### config.mk
export PLATFORM = sky130hd
export DESIGN_NAME = max_tracking_fifo
export DESIGN_NICKNAME = d
export VERILOG_FILES = /design/src/rtl/core/mtf_pkg.sv /design/src/rtl/core/mtf_cell.sv /design/src/rtl/core/max_tracking_fifo.sv
export VERILOG_INCLUDE_DIRS = /design/src /design/src/rtl/core
export SDC_FILE = /design/constraint.sdc
export NUM_CORES = 1
export LEC_CHECK = 0
export BUFFER_PORTS_ARGS = -buffer_cell sky130_fd_sc_hd__clkbuf_2
export CORE_ASPECT_RATIO = 2
export CORE_MARGIN = 2
export CORE_UTILIZATION = 25
export CTS_CLUSTER_DIAMETER = 100
export DETAILED_ROUTE_END_ITERATION = 12
export SYNTH_ARGS = -nofsm -noshare
export SYNTH_HDL_FRONTEND = slang
export SYNTH_SLANG_ARGS = --single-unit
### constraint.sdc
create_clock -name aclk -period 3.6 [get_ports aclk]
set_input_delay 0.18 -clock aclk [delete_from_list [all_inputs] [get_ports aclk]]
set_output_delay 0.18 -clock aclk [all_outputs]
set_load 0.02 [all_outputs]
### src/rtl/core/max_tracking_fifo_macros.svh
// ============================================================================
// max_tracking_fifo_macros.svh
// Assertion macros for the max tracking queue. The checks compile away when
// SYNTHESIS is defined.
// ============================================================================
`ifndef MAX_TRACKING_FIFO_MACROS_SVH
`define MAX_TRACKING_FIFO_MACROS_SVH

`ifndef SYNTHESIS

// A property that must hold at every clock edge outside reset.
`define MTF_ASSERT_ALWAYS(label, prop, msg) \
    label: assert property (@(posedge aclk) disable iff (!aresetn) (prop)) \
        else $error(msg);

// A condition at one edge that implies another at the next edge.
`define MTF_ASSERT_NEXT(label, ante, cons, msg) \
    label: assert property (@(posedge aclk) disable iff (!aresetn) \
        (ante) |=> (cons)) else $error(msg);

`else

`define MTF_ASSERT_ALWAYS(label, prop, msg)
`define MTF_ASSERT_NEXT(label, ante, cons, msg)

`endif

`endif

### src/rtl/core/mtf_pkg.sv
// ============================================================================
// mtf_pkg
// Shared codes and types of the max tracking queue.
// ============================================================================
`default_nettype none

package mtf_pkg;

    // Operation codes of an input item. Any other code acts as a read.
    localparam logic [1:0] CMD_PUSH = 2'd0;
    localparam logic [1:0] CMD_POP  = 2'd1;
    localparam logic [1:0] CMD_READ = 2'd2;

    // Status codes of a result item.
    localparam logic [1:0] STATUS_OK    = 2'd0;
    localparam logic [1:0] STATUS_FULL  = 2'd1;
    localparam logic [1:0] STATUS_EMPTY = 2'd2;

    // Per-cycle command broadcast to every cell of the chain.
    typedef struct packed {
        logic push;
        logic pop;
    } mtf_cell_ctrl_t;

endpackage

`default_nettype wire

### src/rtl/core/mtf_cell.sv
// ============================================================================
// mtf_cell
// One slot of the shifting queue: holds a value, its suffix maximum and an
// occupancy bit, and takes its neighbor's contents when the oldest item leaves.
// ============================================================================
`default_nettype none

module mtf_cell
    import mtf_pkg::*;
#(
    parameter int DATA_WIDTH = 16
) (
    input  wire logic                  aclk,
    input  wire logic                  aresetn,
    input  wire mtf_cell_ctrl_t        ctrl,
    input  wire logic [DATA_WIDTH-1:0] push_value,
    input  wire logic                  prev_valid,
    input  wire logic                  next_valid,
    input  wire logic [DATA_WIDTH-1:0] next_value,
    input  wire logic [DATA_WIDTH-1:0] next_smax,
    output logic                       valid,
    output logic [DATA_WIDTH-1:0]      value,
    output logic [DATA_WIDTH-1:0]      smax
);

    logic                  valid_reg, valid_next;
    logic [DATA_WIDTH-1:0] value_reg, value_next;
    logic [DATA_WIDTH-1:0] smax_reg,  smax_next;

    // A pop shifts the chain toward the front. A push raises an occupied
    // cell's suffix maximum, or fills the first free cell.
    always_comb begin
        valid_next = valid_reg;
        value_next = value_reg;
        smax_next  = smax_reg;
        if (ctrl.pop) begin
            valid_next = next_valid;
            value_next = next_value;
            smax_next  = next_smax;
        end else if (ctrl.push) begin
            if (valid_reg) begin
                if (smax_reg < push_value) begin
                    smax_next = push_value;
                end
            end else if (prev_valid) begin
                valid_next = 1'b1;
                value_next = push_value;
                smax_next  = push_value;
            end
        end
    end

    // Only the occupancy bit is reset; the payload is qualified by it.
    always_ff @(posedge aclk) begin
        if (!aresetn) begin
            valid_reg <= 1'b0;
        end else begin
            valid_reg <= valid_next;
        end
        value_reg <= value_next;
        smax_reg  <= smax_next;
    end

    assign valid = valid_reg;
    assign value = value_reg;
    assign smax  = smax_reg;

endmodule

`default_nettype wire

### src/rtl/core/max_tracking_fifo.sv
// ============================================================================
// max_tracking_fifo
// First-in first-out queue of up to DEPTH values that reports its front,
// back and maximum after every operation.
// ============================================================================
//
//   Channel   Ports                          Direction   Carries
//   --------  -----------------------------  ----------  ----------------------
//   input     s_valid s_ready s_cmd s_value  in          one operation
//   result    m_valid m_ready m_front_value  out         queue state after it
//             m_back_value m_max_value
//             m_count m_is_empty m_status
//
// Each accepted item updates all suffix maxima of the cell chain in parallel,
// and its result is loaded into the output register at the same clock edge.
// A new item is accepted whenever the output register is empty or being taken,
// so the block sustains one item per cycle.
// A synchronous reset clears the occupancy bits, the count and the output
// valid bit; no clearing pass follows.
// A stalled result only holds off the next item; nothing is lost.
// ============================================================================
`default_nettype none

`include "max_tracking_fifo_macros.svh"

module max_tracking_fifo
    import mtf_pkg::*;
#(
    parameter int DEPTH      = 16,
    parameter int DATA_WIDTH = 16
) (
    input  wire logic                         aclk,
    input  wire logic                         aresetn,
    input  wire logic                         s_valid,
    output logic                              s_ready,
    input  wire logic [1:0]                   s_cmd,
    input  wire logic [DATA_WIDTH-1:0]        s_value,
    output logic                              m_valid,
    input  wire logic                         m_ready,
    output logic [DATA_WIDTH-1:0]             m_front_value,
    output logic [DATA_WIDTH-1:0]             m_back_value,
    output logic [DATA_WIDTH-1:0]             m_max_value,
    output logic [$clog2(DEPTH+1)-1:0]        m_count,
    output logic                              m_is_empty,
    output logic [1:0]                        m_status
);

    localparam int CW = $clog2(DEPTH + 1);
    localparam logic [CW-1:0] FULL_COUNT = CW'(DEPTH);
    localparam logic [CW-1:0] ONE_COUNT  = CW'(1);

    // Queue bookkeeping.
    logic [CW-1:0]         count_reg, count_next;
    logic [DATA_WIDTH-1:0] back_reg, back_next;

    // Output register.
    logic                  out_valid_reg, out_valid_next;
    logic [DATA_WIDTH-1:0] out_front_reg, out_back_reg, out_max_reg;
    logic [CW-1:0]         out_count_reg;
    logic                  out_empty_reg;
    logic [1:0]            out_status_reg;

    // Cell chain wiring.
    logic [DEPTH-1:0]      cell_valid;
    logic [DATA_WIDTH-1:0] cell_value [DEPTH];
    logic [DATA_WIDTH-1:0] cell_smax  [DEPTH];
    mtf_cell_ctrl_t        cell_ctrl;

    // Decode of the current item.
    logic                  accept;
    logic                  is_push, is_pop, full, empty;
    logic                  refused_push;
    logic [DATA_WIDTH-1:0] res_front, res_back, res_max;
    logic [1:0]            res_status;

    assign s_ready = !out_valid_reg || m_ready;
    assign accept  = s_valid && s_ready;
    assign is_push = (s_cmd == CMD_PUSH);
    assign is_pop  = (s_cmd == CMD_POP);
    assign full    = (count_reg == FULL_COUNT);
    assign empty   = (count_reg == '0);

    assign refused_push = accept && is_push && full;

    assign cell_ctrl.push = accept && is_push && !full;
    assign cell_ctrl.pop  = accept && is_pop && !empty;

    // The chain of cells, front at index zero.
    for (genvar i = 0; i < DEPTH; i++) begin : g_cell
        logic                  prev_v;
        logic                  nxt_v;
        logic [DATA_WIDTH-1:0] nxt_value, nxt_smax;

        if (i == 0) begin : g_first
            assign prev_v = 1'b1;
        end else begin : g_inner
            assign prev_v = cell_valid[i-1];
        end

        if (i == DEPTH - 1) begin : g_last
            assign nxt_v     = 1'b0;
            assign nxt_value = '0;
            assign nxt_smax  = '0;
        end else begin : g_link
            assign nxt_v     = cell_valid[i+1];
            assign nxt_value = cell_value[i+1];
            assign nxt_smax  = cell_smax[i+1];
        end

        mtf_cell #(
            .DATA_WIDTH (DATA_WIDTH)
        ) u_cell (
            .aclk       (aclk),
            .aresetn    (aresetn),
            .ctrl       (cell_ctrl),
            .push_value (s_value),
            .prev_valid (prev_v),
            .next_valid (nxt_v),
            .next_value (nxt_value),
            .next_smax  (nxt_smax),
            .valid      (cell_valid[i]),
            .value      (cell_value[i]),
            .smax       (cell_smax[i])
        );
    end

    // Count and newest value after the item.
    always_comb begin
        count_next = count_reg;
        back_next  = back_reg;
        if (cell_ctrl.push) begin
            count_next = count_reg + ONE_COUNT;
            back_next  = s_value;
        end else if (cell_ctrl.pop) begin
            count_next = count_reg - ONE_COUNT;
        end
    end

    // Result fields, taken from what the cells will hold after the item.
    always_comb begin
        res_front  = '0;
        res_max    = '0;
        res_status = STATUS_OK;
        if (is_push) begin
            if (full) begin
                res_status = STATUS_FULL;
                res_front  = cell_value[0];
                res_max    = cell_smax[0];
            end else if (empty) begin
                res_front = s_value;
                res_max   = s_value;
            end else begin
                res_front = cell_value[0];
                res_max   = (cell_smax[0] < s_value) ? s_value : cell_smax[0];
            end
        end else if (empty) begin
            res_status = STATUS_EMPTY;
        end else if (is_pop) begin
            if (count_reg != ONE_COUNT) begin
                res_front = cell_value[1];
                res_max   = cell_smax[1];
            end
        end else begin
            res_front = cell_value[0];
            res_max   = cell_smax[0];
        end
        res_back = (count_next == '0) ? '0 : back_next;
    end

    // The output register is loaded on accept and freed when taken.
    always_comb begin
        out_valid_next = out_valid_reg;
        if (accept) begin
            out_valid_next = 1'b1;
        end else if (m_ready) begin
            out_valid_next = 1'b0;
        end
    end

    always_ff @(posedge aclk) begin
        if (!aresetn) begin
            count_reg     <= '0;
            out_valid_reg <= 1'b0;
        end else begin
            count_reg     <= count_next;
            out_valid_reg <= out_valid_next;
        end
        back_reg <= back_next;
        if (accept) begin
            out_front_reg  <= res_front;
            out_back_reg   <= res_back;
            out_max_reg    <= res_max;
            out_count_reg  <= count_next;
            out_empty_reg  <= (count_next == '0);
            out_status_reg <= res_status;
        end
    end

    assign m_valid       = out_valid_reg;
    assign m_front_value = out_front_reg;
    assign m_back_value  = out_back_reg;
    assign m_max_value   = out_max_reg;
    assign m_count       = out_count_reg;
    assign m_is_empty    = out_empty_reg;
    assign m_status      = out_status_reg;

    // The occupancy bits of the chain always agree with the count.
    `MTF_ASSERT_ALWAYS(a_occupancy, $countones(cell_valid) == 32'(count_reg), "occupancy mismatch")

    // The count never passes the depth.
    `MTF_ASSERT_ALWAYS(a_count_bounded, count_reg <= FULL_COUNT, "count exceeds the queue depth")

    // A refused push leaves the count unchanged.
    `MTF_ASSERT_NEXT(a_full_hold, refused_push, $stable(count_reg), "refused push moved count")

    // A result never reports a maximum below its front value.
    `MTF_ASSERT_ALWAYS(a_max_front, !m_valid || (m_max_value >= m_front_value), "max below front")

endmodule

`default_nettype wire

After elaboration in Yosys (flattened, before gate mapping)
Index checks and enable logic that the tools add are counted.
{"block": "totals", "register_bits": 606, "inputBits": 22, "output_inout_bits": 58, "elab_cells": 387}
{"block": "classes", "n_addsub": 2, "magnitude_cmp": 16, "eq_ne": 33, "n_mux": 202, "n_bitwise": 2, "reduce_logical": 75}
{"op": "$mux W16", "count": 135}
{"op": "$lt A16 B16 Y1", "count": 16}
{"op": "$reduce_and A3 Y1", "count": 30}
{"op": "$mux W1", "count": 63}
{"op": "$ne A3 B3 Y1 const B", "count": 14}
{"op": "$reduce_bool A3 Y1", "count": 14}
{"op": "$reduce_bool A2 Y1", "count": 17}
{"op": "$ne A2 B2 Y1 const B", "count": 16}
{"op": "$logic_not A5 Y1", "count": 2}
{"op": "$mux W5", "count": 2}
{"op": "$add A5 B1 Y5 const B", "count": 1}
{"op": "$eq A5 B5 Y1 const B", "count": 1}
{"op": "$logic_and A1 B1 Y1", "count": 5}
{"op": "$ne A5 B1 Y1 const B", "count": 1}
{"op": "$sub A5 B1 Y5 const B", "count": 1}
{"op": "$mux W2", "count": 2}
{"op": "$logic_not A1 Y1", "count": 3}
{"op": "$eq A2 B1 Y1 const B", "count": 1}
{"op": "$logic_not A2 Y1", "count": 1}
{"op": "$not A1 Y1", "count": 2}
{"op": "$reduce_and A2 Y1", "count": 1}
{"op": "$reduce_or A2 Y1", "count": 1}
{"op": "$logic_or A1 B1 Y1", "count": 1}

Logic depth before layout (Yosys ltp)
{"block": "depth", "depth_word": 8, "depth_mapped": 11, "depth_no_buf": 9}

By module
From an unflattened synthesis, not the netlist that was laid out.
{"block": "unflattened", "cells_unflattened": 3239, "hier_area_um2": 31504.0}
{"module": "mtf_cell", "instances": 16, "cells_per_inst": 177, "area_each_um2": 1706.6, "seq_area_each_um2": 980.9}
{"module": "max_tracking_fifo", "instances": 1, "cells_per_inst": 407, "area_each_um2": 4197.8, "seq_area_each_um2": 2122.0}

Worst setup path before layout
Ideal clock, no wire load.
{"block": "synth_timing", "kind": "register to register", "start": "reg count_reg[0]", "end": "reg g_cell[5].u_cell.smax_reg[0] (enable)", "setup_ps": 392, "arrival_time_ps": 3479, "required_time_ps": 3208, "path_slack_ps": -271, "path_stages_with_launch": 10, "path_buffers": 2, "synth_period_minus_slack_ps": 3871, "cell_sequence": "dfxtp_1 inv_1 ha_1 nand4bb_4 and4_4 buf_6 clkbuf_1 nand2_1 o21ai_0 o21bai_1"}
{"block": "synth_between", "elab_chain_cells": 5, "word_cells_on_any_way": 10, "cone_classes": "eq/ne (2); reduce/logical (8)"}
{"item": "from (decl)", "line": "max_tracking_fifo.sv:53", "text": "logic [CW-1:0] count_reg, count_next;"}
{"item": "from (signal assigned)", "line": "max_tracking_fifo.sv:185", "text": "count_reg <= count_next;"}
{"item": "$logic_not A5 Y1 or $eq A5 B5 Y1 (tied branches)", "line": "max_tracking_fifo.sv:81, max_tracking_fifo.sv:80"}
{"item": "$logic_not A1 Y1 (on tied branches)", "line": "max_tracking_fifo.sv:86, max_tracking_fifo.sv:85"}
{"item": "$logic_and A1 B1 Y1 (on tied branches)", "line": "max_tracking_fifo.sv:86, max_tracking_fifo.sv:85"}
{"item": "$ne A3 B3 Y1 (no line) (tied with other cells)"}
{"item": "$reduce_and A3 Y1 (no line) (*)"}
{"item": "to (signal assigned)", "line": "mtf_cell.sv:61", "text": "smax_reg <= smax_next;"}
{"item": "to (decl)", "line": "mtf_cell.sv:28", "text": "logic [DATA_WIDTH-1:0] smax_reg, smax_next;"}
Every way passes the cells marked *; elsewhere a longest branch is shown, timed or not.
A chain may end at the register's enable or synchronous reset.

Worst setup path after layout
{"block": "layout_timing", "start": "reg count_reg[0]", "end": "reg g_cell[9].u_cell.smax_reg[10] (enable)"}
{"block": "layout_between", "elab_chain_cells": 5, "word_cells_on_any_way": 10, "cone_classes": "eq/ne (2); reduce/logical (8)"}
{"item": "$logic_not A5 Y1 or $eq A5 B5 Y1 (tied branches)", "line": "max_tracking_fifo.sv:81, max_tracking_fifo.sv:80"}
{"item": "$logic_not A1 Y1 (on tied branches)", "line": "max_tracking_fifo.sv:86, max_tracking_fifo.sv:85"}
{"item": "$logic_and A1 B1 Y1 (on tied branches)", "line": "max_tracking_fifo.sv:86, max_tracking_fifo.sv:85"}
{"item": "$ne A3 B3 Y1 (no line) (tied with other cells)"}
{"item": "$reduce_and A3 Y1 (no line) (*)"}
{"item": "to (signal assigned)", "line": "mtf_cell.sv:61"}
{"item": "to (decl)", "line": "mtf_cell.sv:28"}
Marks and branches as above.

==> reports/results.txt <==
Delay-heaviest family, CP = simple AND/OR/NAND/NOR gates
Internal = 0.0119 W
Synth Net Count = 3043
CP Data Required Time = 3.89 ns
Worst-path clk slew = 0.07 ns
Sequential element share of the synthesized area = 59.0%
Core Region = 0.118 mm²
Critical Path Stages = 9
Vias per cell = 4.82
CP Class = flip-flop to flip-flop
Startpoint Class = flip-flop
Final ANT Viol Nets = 0
Max Cap Viol = 0
Post-route minimum period = 3.22 ns
Slowest stage cell, crit path = or4b_2
R2R depth = 9
YS warnings = 0
DP HPWL = 67800 µm
Slew @ Worst Pin = 1.20 ns
Clk network pwr share = 34.3%
First-pass GRT wire length = 138000 µm
Number of I/O pins = 80
Gate power share = 15.0%
DRC violations left = 0
Final Max Slew Viols = 0
Hold Path Class = primary input to flip-flop
Setup crit end kind = flip-flop
Synth Flop Type = edfxtp_1
CTS buffer count = 48
Placed cell areas = 0.0325 mm²
Outcome = finished, final reports clean
GRT Util Overall = 15.3%
Net Switching = 0.00457 W
Largest net degree at the start of global routing = 202
CP Cell Sequence = inv_1 > ha_1 > nor4b_4 > or4b_2 > buf_12 > o21ai_0 > o21ai_0 > a21oi_1 > buf_4
Total wire length = 94000 µm
Die X = 248 µm
Flop pwr share = 50.7%
# fillers = 12.1k
Clock Latency Late Sink = 0.63 ns
WL per Instance = 21.1 µm
Final setup vio count = 0
Slew headroom = 20.3%
Setup TNS = 0 ns
Most frequent cell on the critical path = o21ai_0
Vias = 21.5k
Vias in the first global route = 21.8k
Hold violation total from the final report = 0
Avg Inst Size Synth = 10.7 µm²
Switch share = 27.7%
Register area = 0.0175 mm²
Chip height = 491 µm
Post-route clock period utilization = 89.4%
Bufs on Longest Clock Path = 3
Final instance area = 0.0341 mm²
Peak supply drop = 0.402 mV
Initial core utilization = 25.2%
Initial antenna violation count = 2
Crit path launch = count_reg[0]
Crit path buffers/inverters = 3
Num rows = 178
Crit-path max FO = 60
H-tree levels = 2
Die ar. = 0.122 mm²
Fmax = 311 MHz
Synth Instances = 2777
PwrDens = 484 mW/mm²
Remaining Overflow, GRT = 0
Clock Skews = 0.0402 ns
Post-Syn Area = 0.0297 mm²
Layout Utilization = 29.0%
Port bufs = 79
Critical Path End = g_cell[9].u_cell.smax[10]
FF-to-FF End = g_cell[9].u_cell.smax[10]
Root buffer cell = clkbuf_16
Netlist cell types = 68
Clock Sinks = 606
Number of flops mapped to enable cells by yosys = 536
NumNets Final = 3149
CTS tree = yes
Ratio of cells with drive above 1 in the final layout = 10.8%
GP Congestion = 0.927
Crit path DAT = 3.51 ns
Drt first pass iters = 7
P_leak = 13.2 nW
RSZ-0062 raised after global routing = false
Area grow syn2layout = 15.2%
Worst r2r src = count_reg[0]
Flops & latches, synth = 606
Post-synth ARST share = 0%
Footprint of the multi-input gates = 0.0114 mm²
Slowest cell delay on critical path = 0.75 ns
DRT iter0 DRCs = 1403
R2r setup slk = 0.38 ns
[cells in the mapped netlist, drive strengths merged, types with 5 or more instances]
master  number  area share (%)
xnor2        6            0.18
nor2        49            0.63
o2111a       6            0.23
o211ai       5            0.13
dfxtp       70             4.7
and3         6            0.13
buf         49            0.89
inv         39            0.49
a221oi      18            0.53
and2         9            0.19
nor2b       34            0.93
a22oi       16            0.41
nand4       41            0.86
nor3        16            0.27
nand2b      20            0.42
clkbuf     105             1.3
o22ai       16            0.34
a21oi      149             2.6
ha         244              10
nor4b        6            0.25
mux2i       32             1.1
nand2     1039              13
edfxtp     536              54
o21ai      129             2.2
a211oi       6            0.15
a21o        55             1.4
nand3       29            0.49
[power by group through the flow]
stage          clock network, W  registers (W)  logic, W
2_1_floorplan                 0        0.00858   0.00138
3_3_place_gp                  0        0.00853   0.00241
3_5_place_dp                  0        0.00853   0.00246
4_1_cts                 0.00577        0.00838   0.00248
5_1_grt                 0.00596        0.00842   0.00270
6_report                0.00567        0.00838   0.00248
[placed cells by master, fill, tap and decap left out, types with 5 or more instances in the layout]
cell type / Yosys / final
xnor2_1: 6 / 6
o21ai_0: 129 / 120
inv_1: 39 / 39
and3_1: 6 / 6
a22oi_1: 16 / 16
nand2_1: 1039 / 1034
buf_12: 1 / 15
clkinv_2: 0 / 10
nand2b_1: 20 / 20
a21o_1: 55 / 55
bufinv_16: 0 / 6
mux2i_1: 32 / 32
clkbuf_16: 0 / 49
o211ai_1: 5 / 5
nor2b_1: 25 / 25
inv_6: 0 / 5
nand3_1: 29 / 29
and2_1: 9 / 8
a221oi_1: 18 / 18
nor2b_4: 8 / 8
clkinv_1: 0 / 10
o2111a_1: 5 / 5
dfxtp_1: 70 / 70
nand4_1: 41 / 41
a21oi_1: 146 / 145
o22ai_1: 16 / 16
o21ai_1: 0 / 9
a211oi_1: 6 / 6
nor2_1: 48 / 48
edfxtp_1: 536 / 536
clkbuf_2: 0 / 79
buf_4: 1 / 113
ha_1: 244 / 244
nand2_2: 0 / 5
nor3_1: 16 / 16
[metrics by stage]
| step | total power, W | worst slack [ns] | hold slack, ns | std cells |
|---|---|---|---|---|
| CTS | 0.0166 | 0.420 | 0.0104 | 4452 |
| finish | 0.0165 | 0.382 | 0.0469 | 4455 |
| global placement | 0.0109 | 0.399 | 0.440 | 4360 |
| floorplan | 0.00996 | -0.0175 | 0.316 | 2777 |
| global route | 0.0171 | 0.233 | 0.0441 | 4453 |
| detailed placement | 0.0110 | 0.426 | 0.451 | 4360 |
[per-layer routing]
layer	global-route usage [%]	wire length, µm
met1	14.1	30100
met2	29.0	50100
met3	1.61	4100
met4	13.7	9650
met5	0	10
[worst min-delay path by stage]
| stage | cells past startpoint | startpoint | to | slack, ns |
|---|---|---|---|---|
| after floorplan | 2 | s_value[10] | g_cell[15].u_cell.value[10] | 0.32 |
| after global placement | 2 | back_reg[4] | back_reg[4] | 0.44 |
| after detailed placement | 2 | g_cell[15].u_cell.value[11] | g_cell[15].u_cell.value[11] | 0.45 |
| after CTS | 4 | s_value[9] | g_cell[15].u_cell.value[9] | 0.01 |
| after global routing | 4 | s_value[15] | g_cell[15].u_cell.value[15] | 0.04 |
| final | 4 | s_value[15] | g_cell[15].u_cell.value[15] | 0.05 |
[tightest hold or removal path, stage by stage]
cell and delay (ns):
clkbuf_2 0.09, buf_4 0.21, nand2_1 0.09, a21oi_1 0.06
[cell type report]
type | instances | share of cell area (%)
multi-input cells | 1978 | 33.4
flip-flops and latches | 606 | 51.2
diodes | 3 | 0.0220
repair buffers | 210 | 4.61
clock inverters | 35 | 1.01
clock buffers | 54 | 3.68
well taps | 1530 | 5.61
inverters | 39 | 0.429
[cell families (layout without fill, tap and decap cells)]
group                    after synthesis  count (layout)  share of synthesized area [%]
AND/OR/NAND/NOR                     1262            1262                           17.8
flip-flops                           606             606                           59.0
AO/OA/AOI/OAI                        433             433                           8.94
adder cells (fa/ha/maj)              244             244                           10.3
buffers and inverters                193             338                           2.71
multiplexers                          32              32                           1.08
XOR/XNOR                               7               7                          0.207
other                                  0               3                              0
[timing repair]
action / in CTS / in global routing
buffers inserted: 0 / 0
endpoints found under the hold margin: 3 / 0
gates resized for setup: 0 / 0
hold buffers: 3 / 0
Note: power is estimated with default switching activity, not from simulation.
